<file path="src/hw/rtl/rmfr_pkg.sv">
// shared types and constants for the repeated marker frame receiver
// no dependencies; used by every module of the block
`timescale 1ns / 1ps
`default_nettype none

package rmfr_pkg;

  // default payload store depth
  localparam int unsigned BufferDepthDefault = 64;

  // fixed field widths
  localparam int unsigned ByteW  = 8;
  localparam int unsigned RptW   = 4;
  localparam int unsigned LenW   = 7;
  localparam int unsigned PaddrW = 4;
  localparam int unsigned PdataW = 32;

  // register reset values
  localparam logic [ByteW-1:0] HeaderReset = 8'hAA;
  localparam logic [ByteW-1:0] FooterReset = 8'h55;
  localparam logic [RptW-1:0]  RepeatReset = 4'd3;

  // register index, taken from paddr[3:2]
  typedef enum logic [1:0] {
    REG_HEADER = 2'd0,
    REG_FOOTER = 2'd1,
    REG_REPEAT = 2'd2,
    REG_NONE   = 2'd3
  } reg_idx_e;

  typedef struct packed {
    logic [ByteW-1:0] header_byte;
    logic [ByteW-1:0] footer_byte;
    logic [RptW-1:0]  repeat_count;
  } cfg_t;

  // controller to datapath
  typedef struct packed {
    logic take;   // process the input beat
    logic rd;     // read store at the replay index
    logic load;   // load the output register
  } cmd_t;

  // datapath to controller
  typedef struct packed {
    logic frame_done;  // current input beat completes a frame
    logic emit_last;   // replay index is at the final result
    logic out_full;    // output register holds a beat that is not taken
  } status_t;

endpackage

`default_nettype wire

</file>
<file path="src/hw/rtl/rmfr_ctrl.sv">
// controller state machine: input acceptance and frame replay sequencing
// depends on rmfr_pkg
`timescale 1ns / 1ps
`default_nettype none

module rmfr_ctrl (
  input  wire              clk_i,
  input  wire              rst_ni,
  input  wire              in_valid_i,
  output logic             in_ready_o,
  input  rmfr_pkg::status_t sts_i,
  output rmfr_pkg::cmd_t   cmd_o
);

  typedef enum logic [2:0] {
    S_IDLE = 3'b001,
    S_READ = 3'b010,
    S_LOAD = 3'b100
  } state_e;

  state_e state_q, state_d;

  always_comb begin
    state_d    = state_q;
    in_ready_o = 1'b0;
    cmd_o      = '0;
    unique case (state_q)
      S_IDLE: begin
        in_ready_o = 1'b1;
        cmd_o.take = in_valid_i;
        if (in_valid_i && sts_i.frame_done) begin
          state_d = S_READ;
        end
      end
      S_READ: begin
        cmd_o.rd = 1'b1;
        state_d  = S_LOAD;
      end
      S_LOAD: begin
        // wait for the output register to free up
        if (!sts_i.out_full) begin
          cmd_o.load = 1'b1;
          state_d    = sts_i.emit_last ? S_IDLE : S_READ;
        end
      end
      default: begin
        state_d = S_IDLE;
      end
    endcase
  end

  always_ff @(posedge clk_i or negedge rst_ni) begin
    if (!rst_ni) begin
      state_q <= S_IDLE;
    end else begin
      state_q <= state_d;
    end
  end

endmodule

`default_nettype wire

</file>
<file path="src/hw/rtl/rmfr_datapath.sv">
// datapath: marker counters, payload store, replay index and output register
// depends on rmfr_pkg
`timescale 1ns / 1ps
`default_nettype none

module rmfr_datapath #(
  parameter int unsigned BufferDepth = rmfr_pkg::BufferDepthDefault
) (
  input  wire                          clk_i,
  input  wire                          rst_ni,
  input  rmfr_pkg::cfg_t               cfg_i,
  input  rmfr_pkg::cmd_t               cmd_i,
  output rmfr_pkg::status_t            sts_o,
  input  wire [rmfr_pkg::ByteW-1:0]    rx_byte_i,
  input  wire                          out_ready_i,
  output logic                         out_valid_o,
  output logic [rmfr_pkg::ByteW-1:0]   frame_byte_o,
  output logic [rmfr_pkg::LenW-1:0]    frame_length_o,
  output logic                         is_last_o,
  output logic                         overflowed_o
);

  localparam int unsigned CntW  = $clog2(BufferDepth + 1);
  localparam int unsigned AddrW = (BufferDepth > 1) ? $clog2(BufferDepth) : 1;

  localparam int unsigned RptW  = rmfr_pkg::RptW;
  localparam int unsigned ByteW = rmfr_pkg::ByteW;
  localparam int unsigned LenW  = rmfr_pkg::LenW;

  logic [RptW-1:0] header_seen_q, header_seen_d;
  logic [RptW-1:0] footer_seen_q, footer_seen_d;
  logic            armed_q, armed_d;
  logic [CntW-1:0] stored_count_q, stored_count_d;
  logic            overflow_q, overflow_d;

  logic [CntW-1:0] emit_len_q, emit_len_d;
  logic            emit_ovf_q, emit_ovf_d;
  logic [CntW-1:0] emit_idx_q, emit_idx_d;

  logic [ByteW-1:0] store_mem [BufferDepth];
  logic [ByteW-1:0] rd_data_q;

  logic                    out_valid_q;
  logic [ByteW-1:0]        out_byte_q;
  logic [LenW-1:0]         out_len_q;
  logic                    out_last_q;
  logic                    out_ovf_q;

  logic            is_hdr, is_ftr;
  logic [RptW-1:0] hs_next, fs_inc;
  logic            has_room;
  logic            store_we;

  assign is_hdr   = (rx_byte_i == cfg_i.header_byte);
  assign is_ftr   = (rx_byte_i == cfg_i.footer_byte);
  assign hs_next  = (header_seen_q < cfg_i.repeat_count) ? header_seen_q + RptW'(1)
                                                         : header_seen_q;
  assign fs_inc   = footer_seen_q + RptW'(1);
  assign has_room = (stored_count_q < CntW'(BufferDepth));
  assign store_we = cmd_i.take && !is_hdr && armed_q && !is_ftr && has_room;

  assign sts_o.frame_done = !is_hdr && armed_q && is_ftr && (fs_inc == cfg_i.repeat_count);
  assign sts_o.emit_last  = (emit_len_q == '0) || ((emit_idx_q + CntW'(1)) == emit_len_q);
  assign sts_o.out_full   = out_valid_q && !out_ready_i;

  always_comb begin
    header_seen_d  = header_seen_q;
    footer_seen_d  = footer_seen_q;
    armed_d        = armed_q;
    stored_count_d = stored_count_q;
    overflow_d     = overflow_q;
    emit_len_d     = emit_len_q;
    emit_ovf_d     = emit_ovf_q;
    emit_idx_d     = emit_idx_q;
    if (cmd_i.take) begin
      priority if (is_hdr) begin
        footer_seen_d = '0;
        header_seen_d = hs_next;
        if (armed_q) begin
          stored_count_d = '0;
          overflow_d     = 1'b0;
        end
        armed_d = (hs_next == cfg_i.repeat_count);
      end else if (armed_q && is_ftr) begin
        header_seen_d = '0;
        if (fs_inc == cfg_i.repeat_count) begin
          // latch the frame for replay, then empty the store
          emit_len_d     = stored_count_q;
          emit_ovf_d     = overflow_q;
          emit_idx_d     = '0;
          footer_seen_d  = '0;
          armed_d        = 1'b0;
          stored_count_d = '0;
          overflow_d     = 1'b0;
        end else begin
          footer_seen_d = fs_inc;
        end
      end else if (armed_q) begin
        if (has_room) begin
          stored_count_d = stored_count_q + CntW'(1);
        end else begin
          overflow_d = 1'b1;
        end
      end else begin
        // disarmed: byte ignored
        armed_d = armed_q;
      end
    end
    if (cmd_i.load) begin
      emit_idx_d = emit_idx_q + CntW'(1);
    end
  end

  always_ff @(posedge clk_i or negedge rst_ni) begin
    if (!rst_ni) begin
      header_seen_q  <= '0;
      footer_seen_q  <= '0;
      armed_q        <= 1'b0;
      stored_count_q <= '0;
      overflow_q     <= 1'b0;
      emit_len_q     <= '0;
      emit_ovf_q     <= 1'b0;
      emit_idx_q     <= '0;
      out_valid_q    <= 1'b0;
    end else begin
      header_seen_q  <= header_seen_d;
      footer_seen_q  <= footer_seen_d;
      armed_q        <= armed_d;
      stored_count_q <= stored_count_d;
      overflow_q     <= overflow_d;
      emit_len_q     <= emit_len_d;
      emit_ovf_q     <= emit_ovf_d;
      emit_idx_q     <= emit_idx_d;
      if (cmd_i.load) begin
        out_valid_q <= 1'b1;
      end else if (out_ready_i) begin
        out_valid_q <= 1'b0;
      end
    end
  end

  // payload store, one write and one registered read port
  always_ff @(posedge clk_i) begin
    if (store_we) begin
      store_mem[stored_count_q[AddrW-1:0]] <= rx_byte_i;
    end
    if (cmd_i.rd) begin
      rd_data_q <= store_mem[emit_idx_q[AddrW-1:0]];
    end
  end

  always_ff @(posedge clk_i) begin
    if (cmd_i.load) begin
      out_byte_q <= (emit_len_q == '0) ? '0 : rd_data_q;
      out_len_q  <= LenW'(emit_len_q);
      out_last_q <= sts_o.emit_last;
      out_ovf_q  <= emit_ovf_q;
    end
  end

  assign out_valid_o    = out_valid_q;
  assign frame_byte_o   = out_byte_q;
  assign frame_length_o = out_len_q;
  assign is_last_o      = out_last_q;
  assign overflowed_o   = out_ovf_q;

endmodule

`default_nettype wire

</file>
<file path="src/hw/rtl/repeated_marker_frame_receiver.sv">
// top level: apb register block, controller and datapath of the frame receiver
// depends on rmfr_pkg, rmfr_ctrl, rmfr_datapath
//
//   port group   dir   beat content
//   s_axis       in    tdata[7:0] rx_byte
//   m_axis       out   tdata[7:0] frame_byte, [14:8] frame_length; tlast is_last;
//                      tuser overflowed
//   apb          in    0x0 header_byte, 0x4 footer_byte, 0x8 repeat_count
//
// an input beat is taken whenever no frame replays; header, footer and payload bytes alike
// a completed frame replays one result at a time (store read, then output load),
// since the payload store has a single read port; no input is taken meanwhile
// a full output register that is not taken holds the replay in place
// reset clears counters and control; the store needs no clearing pass
`timescale 1ns / 1ps
`default_nettype none

module repeated_marker_frame_receiver #(
  parameter int unsigned BufferDepth = rmfr_pkg::BufferDepthDefault
) (
  input  wire                           clk_i,
  input  wire                           rst_ni,
  // rx_byte [7:0]
  input  wire  [7:0]                    s_axis_tdata,
  input  wire                           s_axis_tvalid,
  output logic                          s_axis_tready,
  // frame_byte [7:0], frame_length [14:8], zero [15]
  output logic [15:0]                   m_axis_tdata,
  // overflowed [0]
  output logic [0:0]                    m_axis_tuser,
  output logic                          m_axis_tlast,
  output logic                          m_axis_tvalid,
  input  wire                           m_axis_tready,
  input  wire                           psel,
  input  wire                           penable,
  input  wire                           pwrite,
  input  wire  [rmfr_pkg::PaddrW-1:0]   paddr,
  input  wire  [rmfr_pkg::PdataW-1:0]   pwdata,
  output logic [rmfr_pkg::PdataW-1:0]   prdata,
  output logic                          pready
);

  rmfr_pkg::cfg_t    cfg_q;
  rmfr_pkg::cmd_t    cmd;
  rmfr_pkg::status_t sts;
  rmfr_pkg::reg_idx_e reg_idx;
  logic               cfg_we;

  logic [rmfr_pkg::ByteW-1:0] frame_byte;
  logic [rmfr_pkg::LenW-1:0]  frame_length;

  assign pready  = 1'b1;
  assign reg_idx = rmfr_pkg::reg_idx_e'(paddr[3:2]);
  assign cfg_we  = psel && penable && pwrite;

  always_ff @(posedge clk_i or negedge rst_ni) begin
    if (!rst_ni) begin
      cfg_q.header_byte  <= rmfr_pkg::HeaderReset;
      cfg_q.footer_byte  <= rmfr_pkg::FooterReset;
      cfg_q.repeat_count <= rmfr_pkg::RepeatReset;
    end else if (cfg_we) begin
      unique case (reg_idx)
        rmfr_pkg::REG_HEADER: cfg_q.header_byte  <= pwdata[7:0];
        rmfr_pkg::REG_FOOTER: cfg_q.footer_byte  <= pwdata[7:0];
        rmfr_pkg::REG_REPEAT: cfg_q.repeat_count <= pwdata[3:0];
        default: begin
          cfg_q <= cfg_q;
        end
      endcase
    end
  end

  always_comb begin
    unique case (reg_idx)
      rmfr_pkg::REG_HEADER: prdata = {24'd0, cfg_q.header_byte};
      rmfr_pkg::REG_FOOTER: prdata = {24'd0, cfg_q.footer_byte};
      rmfr_pkg::REG_REPEAT: prdata = {28'd0, cfg_q.repeat_count};
      default:              prdata = '0;
    endcase
  end

  rmfr_ctrl u_ctrl (
    .clk_i      (clk_i),
    .rst_ni     (rst_ni),
    .in_valid_i (s_axis_tvalid),
    .in_ready_o (s_axis_tready),
    .sts_i      (sts),
    .cmd_o      (cmd)
  );

  rmfr_datapath #(
    .BufferDepth (BufferDepth)
  ) u_datapath (
    .clk_i          (clk_i),
    .rst_ni         (rst_ni),
    .cfg_i          (cfg_q),
    .cmd_i          (cmd),
    .sts_o          (sts),
    .rx_byte_i      (s_axis_tdata),
    .out_ready_i    (m_axis_tready),
    .out_valid_o    (m_axis_tvalid),
    .frame_byte_o   (frame_byte),
    .frame_length_o (frame_length),
    .is_last_o      (m_axis_tlast),
    .overflowed_o   (m_axis_tuser[0])
  );

  assign m_axis_tdata = {1'b0, frame_length, frame_byte};

endmodule

`default_nettype wire

</file>
<file path="config.mk">
export PLATFORM = sky130hd
export DESIGN_NAME = repeated_marker_frame_receiver
export DESIGN_NICKNAME = d
export VERILOG_FILES = /design/src/hw/rtl/rmfr_pkg.sv /design/src/hw/rtl/rmfr_ctrl.sv /design/src/hw/rtl/rmfr_datapath.sv /design/src/hw/rtl/repeated_marker_frame_receiver.sv
export SDC_FILE = /design/constraint.sdc
export NUM_CORES = 1
export LEC_CHECK = 0
export BUFFER_PORTS_ARGS = -buffer_cell sky130_fd_sc_hd__buf_4
export CORE_ASPECT_RATIO = 0.8
export CORE_MARGIN = 5
export CORE_UTILIZATION = 25
export CTS_CLUSTER_DIAMETER = 200
export DETAILED_ROUTE_END_ITERATION = 8
export PLACE_DENSITY = 0.48
export SYNTH_ARGS = -nofsm -noshare
export SYNTH_HDL_FRONTEND = slang
export SYNTH_SLANG_ARGS = --single-unit
export TNS_END_PERCENT = 10
</file>
<file path="constraint.sdc">
create_clock -name clk_i -period 3.3 [get_ports clk_i]
set_clock_uncertainty 0.15 [all_clocks]
set_input_delay 0.165 -clock clk_i [delete_from_list [all_inputs] [get_ports clk_i]]
set_output_delay 0.165 -clock clk_i [all_outputs]
set_load 0.02 [all_outputs]
</file>
==> results.md, run 1 <==
* Slew HR at a little under two fifths
* Worst VDD drop at between 300 and 400 uV
* Power after layout at 16.45 mW
* Post-synth EDFFs at roughly 540
* Final std cells w/o fill at around 2800
* CTS Root Buffer Type: clkbuf_16
* Synth top area cells: edfxtp_1 67%, mux4_2 12%, dfrtp_1 4.7%
* Slew Limit Fails at 0
* Power Dens Cells at around 570 nW/um^2
* First-pass GRT wire length at between 80000 and 90000 um
* Worst skew pair latency at about 0.62 ns
* Routed length on met2 at a little under 30000 um
* Post-Synthesis Cell Area at about 24000 um^2
* Grt total ovfl at 0
* Syn avg cell area at roughly 19 um^2
* Crit Path Class: register to register
* Antenna Nets Post-Route at 0
* CTS Buf Count at ~60
* WP data arrival at around 3.3 ns
* Yosys top cell area share at 66.69%
* Initial drt markers at slightly above 900
* All-Layer GR Usage at between 10% and 20%
* Placed insts at between 2000 and 3000
* Vias/cell at between 4 and 5
* Port bufs at just over 50
* Critical Path RT at approximately 3.4 ns
* RSZ-0062 raised after global routing: true
* Post-Synth Adder-Cell Area at less than 1%
* Post-synthesis xor/xnor area fraction at approximately 1.2%
* Fill cells at roughly 9400
* Cells after Synth at approximately 1300
* DRC violations left at 0
* Die Wd at about 360 um
* GP Congestion at ~0.75
* Clock-pin slew on the worst setup and hold paths at roughly 0.060 ns
* Htree depth at 2
* DIE HEIGHT at around 290 um
* # rows at about 100
* Fmax at ~320 MHz
* Sink Count at ~600
* Synthesized flop and latch total at between 500 and 600
* Initial antenna violation count at 3
* 1st-pass router iterations at 5
* Period utilisation layout at a little over nine tenths
* Ys async rst share at a little under a tenth
* Critical Path Fanout Max at 8
* Hold WS at 0.007074 ns
* CP startpoint kind: register
* Core area at 96350 um^2
* Hold Path Class: primary input to asynchronous set/reset pin
* TritonCTS clock tree: done
* Routed vias at approximately 12000
* Run status: finished clean
* Initial core utilization at ~25%
* Met3 wire len at roughly 2600 um
* Routed metal-1 wirelength at 27590 um
* Top routing layer in use: met4
* Maxcap violations at 0
* Post-synthesis sequential area ratio at between 70% and 80%
* FF-to-FF path depth at 6
* Routed length per instance at ~22 um
* Layout cell share with drive strength beyond 1 at between 20% and 30%
* Largest family of logic cells by synthesized area: multiplexers
* Nets at approximately 1500
* Primary FF master, synth: edfxtp_1
* Final setup viols at 0
* Compound-Gate Fraction of Synth Area at roughly 3.5%
* Cell taking the most area after synthesis: edfxtp_1
* Largest net degree at the start of global routing at 65
* Layout area overhead at 19.49%
* Warnings from Yosys at 0
* Vias in the first global route at approximately 13000
* Hold Fails Final Rpt at 0
* Die ar. at ~100000 um^2
* Tmin final at 3.170 ns
* Final WL at between 60000 and 70000 um
* Mux share of post-synthesis cell area at ~15%
* Boundary Pins at around 100
* Worst-Margin Slew at 0.9262 ns
* Synth cell types at between 60 and 70
* DP HPWL at ~39000 um
* Post-Synth Simple-Gate Area at 4.460%
* Post-layout util at 29.99%
* CP endpoint kind: register
* Longest Clk Path Bufs at 3
* Lkg Pwr at between 9 and 10 nW
-- registers in the layout (all words and copies together) (netlist names), 3 cells and up --
name and count:
u_datapath.emit_len_q 7, cfg_q 20, u_datapath.rd_data_q 8, u_datapath.header_seen_q 4, u_datapath.stored_count_q 7, u_datapath.emit_idx_q 7
u_datapath.store_mem 512, u_ctrl.state_q 3, u_datapath.footer_seen_q 4, u_datapath.frame_length_o 7, u_datapath.frame_byte_o 8
-- final timing paths --
check	startpoint	end	slack (ns)
worst max-delay path	cfg_q[17]	u_datapath.store_mem[35][1]	0.13
worst min-delay path	rst_ni	u_datapath.header_seen_q[1]	0.007
worst max register to register	cfg_q[17]	u_datapath.store_mem[35][1]	0.13
worst min register to register	u_datapath.emit_ovf_q	u_datapath.overflowed_o	0.32
max in group asynchronous	rst_ni	u_datapath.emit_idx_q[0]	2.40
min in group clk_i	pwrite	cfg_q[16]	0.10
-- logic make-up after synthesis --
group / Yosys count
compound gates: 129
mux: 191
fa+ha+maj: 7
simple gates: 214
buf+inv: 99
xor+xnor: 33
other cells: 2
flops: 593
-- cell usage after synthesis, types with 5 or more instances --
cell type,instances
edfxtp_1,537
nand2b_1,6
mux2_2,31
a211oi_1,7
buf_1,5
dfstp_2,11
nor2_1,88
o22ai_1,7
nor3_1,6
a21oi_1,31
nand2_1,37
ha_1,7
a31oi_1,7
nand3_1,13
mux4_1,7
and2_1,14
o21ai_0,21
buf_2,9
nor2b_1,13
inv_1,8
buf_4,37
nor4_1,5
a22oi_1,28
xnor2_1,10
mux2i_1,20
dfrtp_1,45
mux4_2,133
xor2_1,23
clkbuf_1,33
-- metal layers --
metal	vias to the layer above	GRT usage [%]
met2	271	19.21
li1	5449	-
met5	-	0
met4	0	2.635
met3	83	1.951
met1	6498	16.19
-- through the flow --
stage / TNS (ns) / cell area [um^2] / setup slack (ns)
global route: -0.3394 / 28890 / -0.02890
global placement: 0 / 26680 / 0.1587
finish: 0 / 28890 / 0.1303
CTS: 0 / 28890 / 0.1131
detailed placement: 0 / 26680 / 0.1324
floorplan: 0 / 24270 / 0.3814
-- final cells by class --
type / instances / area [um^2] / area share (%)
Clock buffer: 72 / 1662 / 5.751
Multi-Input combinational cell: 600 / 6145 / 21.27
Tap cell: 1300 / 1627 / 5.630
Antenna cell: 1 / 2.502 / 0.008661
Clock inverter: 43 / 366.6 / 1.269
Inverter: 8 / 30.03 / 0.1039
Sequential cell: 593 / 17550 / 60.74
Timing Repair Buffer: 182 / 1511 / 5.231
-- power by group --
part / switching (mW) / leakage, nW / internal (mW)
Sequential: 0.100 / 5.55 / 8.28
Clock: 2.92 / 0.996 / 3.99
Combinational: 0.658 / 2.86 / 0.498
-- worst max-delay path: stages (launching register included) --
cell	delay (ns)
dfstp_2	0.54
xor2_1	0.23
nor4_1	0.14
nand2_1	0.11
nand3_1	0.15
or4b_1	0.73
nor2_1	0.74
-- cells in the final DEF, fill, tap and decap left out, types with 5 or more instances in the layout --
cell type / netlist / routed
a211oi_1: 7 / 7
clkinv_1: 0 / 17
nor4_1: 5 / 5
mux2_2: 31 / 31
mux2i_1: 20 / 20
nor2b_1: 13 / 13
mux4_2: 133 / 133
clkinv_2: 0 / 13
nor3_1: 6 / 5
xnor2_1: 10 / 10
and2_1: 14 / 14
nand2b_1: 6 / 6
edfxtp_1: 537 / 537
nor2_1: 88 / 86
dfrtp_1: 45 / 42
nand3_1: 13 / 13
conb_1: 2 / 26
xor2_1: 23 / 23
clkbuf_16: 0 / 64
buf_12: 2 / 8
a31oi_1: 7 / 7
dfstp_2: 11 / 11
nand2_1: 37 / 37
o22ai_1: 7 / 7
a21oi_1: 31 / 31
buf_4: 37 / 156
ha_1: 7 / 7
dlygate4sd3_1: 0 / 18
mux4_1: 7 / 7
a22oi_1: 28 / 28
o21ai_0: 21 / 21
inv_1: 8 / 8
clkbuf_1: 33 / 5
bufinv_16: 0 / 5
-- timing repair --
item / 4_1_cts / 5_1_grt
resized for setup: 0 / 2
hold buffers: 18 / 0
setup buffers: 0 / 0
setup endpoints to repair: 0 / 19
endpoints found under the hold margin: 95 / 0
(Power assumes the default switching activity.)
==> run 2: changes to the inputs <==
--- a/config.mk
+++ b/config.mk
@@ -5,6 +5,7 @@
 export SDC_FILE = /design/constraint.sdc
 export NUM_CORES = 1
 export LEC_CHECK = 0
+export ABC_AREA = 1
 export BUFFER_PORTS_ARGS = -buffer_cell sky130_fd_sc_hd__buf_4
 export CORE_ASPECT_RATIO = 0.8
 export CORE_MARGIN = 5
==> run 2 against run 1 <==
Combinational power is 39% higher. Clock power fell by 7.7%. Wire length increased by 11%. Setup slack gained 0.46 ns. Hold slack better by 0.0019 ns. Synthesized cell count is 60% higher. Design area grew 0.30%. Global-route usage rose by 0.72 points. Register-to-register slack improved by 0.46 ns.
==> results.md, run 2 <==
* Slew HR at a little over two fifths
* Final setup viols at 0
* 1st-pass router iterations at 7
* RSZ-0062 raised after global routing: false
* Worst-Margin Slew at ~0.86 ns
* Hold Fails Final Rpt at 0
* Ys async rst share at a little under a tenth
* Post-synthesis sequential area ratio at 70.73%
* Crit Path Class: register to register
* CP endpoint kind: register
* Synth cell types at a little over 40
* Power after layout at 16.38 mW
* Initial core utilization at around 25%
* Layout area overhead at 16.86%
* Post-layout util at between 20% and 30%
* DIE HEIGHT at 291.7 um
* Critical Path RT at about 3.4 ns
* CTS Root Buffer Type: clkbuf_16
* FF-to-FF path depth at 8
* Routed vias at between 15000 and 20000
* Initial antenna violation count at 8
* CP max stage cell: nor2_1
* Maxcap violations at 0
* Post-CTS Resized at 0
* WP data arrival at roughly 2.8 ns
* Hold WS at about 0.009 ns
* Placed insts at between 3000 and 4000
* Nets at between 2000 and 2500
* Cells after Synth at slightly above 2000
* Core area at roughly 99000 um^2
* Synthesized flop and latch total at 593
* Most common cell in the netlist: edfxtp_1
* Top post-synthesis cells by count: 537 x edfxtp_1, 395 x nor2_1, 276 x o21ai_0
* Vias/cell at between 4 and 5
* Tmin final at about 2.7 ns
* Primary FF master, synth: edfxtp_1
* Htree depth at 2
* Period utilisation layout at 82.17%
* All-Layer GR Usage at 12.35%
* Critical Path Fanout Max at 8
* TritonCTS clock tree: done
* Max FFs per register at about 500
* Final non-filler cell area at slightly below 30000 um^2
* Port bufs at 51
* Vias in the first global route at between 15000 and 20000
* Setup bufs post-CTS at 0
* Power Dens Cells at 565.2 nW/um^2
* Grt total ovfl at 0
* Worst skew pair latency at roughly 0.62 ns
* Layout cell share with drive strength beyond 1 at 12.67%
* Commonest non-fill, non-tap cell in the layout: edfxtp_1
* Final std cells w/o fill at 3510
* Cell taking the most area after synthesis: edfxtp_1
* Most frequent cells in the layout: 537 x edfxtp_1, 395 x nor2_1, 276 x o21ai_0
* Antenna Nets Post-Route at 0
* Yosys top cell area share at 65.03%
* Hold Path Class: primary input to asynchronous set/reset pin
* Warnings from Yosys at 0
* Fmax at roughly 370 MHz
* Die ar. at between 100000 and 150000 um^2
* Routed length per instance at 19.06 um
* Lkg Pwr at 9.758 nW
* # rows at 103
* Die Wd at approximately 360 um
* DP HPWL at between 40000 and 50000 um
* CP startpoint kind: register
* Sink Count at around 590
* Placement Cell Area at roughly 27000 um^2
* Worst VDD drop at 353.4 uV
* Worst slack, placed at just under 0.6 ns
* Final WS setup at 0.5884 ns
* Synth top area cells: edfxtp_1 65%, nor2_1 6.0%, o21ai_0 5.6%
* Largest net degree at the start of global routing at 99
* Clock-pin slew on the worst setup and hold paths at roughly 0.06 ns
* CTS Buf Count at 58
* Post-synth EDFFs at 537
* Syn avg cell area at between 10 and 15 um^2
* Final WL at approximately 67000 um
* CP Cell Sequence: nand3_2 -> inv_2 -> nand2_2 -> nor2_8 -> nand4_4 -> nor2_4 -> nand2_2 -> nor2_1
* Most frequent cell on the critical path: nand2_2
* Slowest stage delay, CP at 0.59 ns
* Boundary Pins at around 100
* Longest Clk Path Bufs at 3
* Slew Limit Fails at 0
* First-pass GRT wire length at about 100000 um
* Post-Synthesis Cell Area at about 25000 um^2
* DRC violations left at 0
* Post-route setup TNS at 0 ns
* Initial drt markers at 1429
* GP Congestion at 0.7781
* Run status: finished clean
run 2: cell count changes in the layout (fill, tap and decap cells not counted), moves of 26 or more:
cell and change:
o211ai_1 +102, o21ai_1 +26, a22oi_1 -28, nor2_1 +309
nand2_1 +118, o22ai_1 +51, nand3_1 +82, o221ai_1 +30
o21ai_0 +255, a21oi_1 -27, inv_1 +66, mux2_2 -31
mux4_2 -133
run 2: worst max-delay path: cells and delay by family (launching register included):
kind | cells | cell delay (ns)
AND/OR/NAND/NOR | 7 | 1.52
flip-flops | 1 | 0.55
buffers and inverters | 1 | 0.11
run 2: layout make-up:
type,count,area (um^2)
fill,9982,69610
antenna,3,7.507
clock buffer,79,1551
inverter,85,331.6
sequential,593,17550
tap,1312,1642
multi-input combinational,1238,6210
timing repair buffer,173,1459
clock inverter,27,231.5
run 2: worst paths after layout:
check | startpoint | to | slack [ns]
min reg2reg | u_datapath.emit_ovf_q | u_datapath.overflowed_o | 0.31
max | u_ctrl.state_q[0] | u_datapath.store_mem[54][2] | 0.59
max reg2reg | u_ctrl.state_q[0] | u_datapath.store_mem[54][2] | 0.59
max in group asynchronous | rst_ni | u_datapath.emit_idx_q[0] | 2.41
min in group clk_i | s_axis_tdata[3] | u_datapath.store_mem[63][3] | 0.13
min | rst_ni | cfg_q[18] | 0.009
run 2: kinds of logic (layout without fill, tap and decap cells):
family                   Yosys count  after routing  share of synthesized area [%]
AO/OA/AOI/OAI                    502            502                          11.98
XOR/XNOR                          24             24                         0.8476
adder cells (fa/ha/maj)            7              7                         0.3532
buffers and inverters            226            364                          4.591
flip-flops                       593            593                          70.73
other                              2             29                        0.03028
AND/OR/NAND/NOR                  679            679                          11.47
run 2: where the power goes:
part	switching, mW	internal (mW)	total, mW
Combinational	1.12	0.490	1.61
Clock	2.80	3.59	6.38
Sequential	0.0890	8.29	8.38
Total	4.01	12.4	16.4
run 2: layer usage:
layer	GRT usage, %	up-vias	wire [um]
li1	-	7569	-
met1	17.93	7974	30950
met2	18.99	412	29810
met3	2.416	92	4707
met4	3.128	4	1391
met5	0	-	27
run 2: timing repair:
item	in CTS	in global routing
hold buffers	19	0
setup endpoints to repair	0	0
endpoints found under the hold margin	102	0
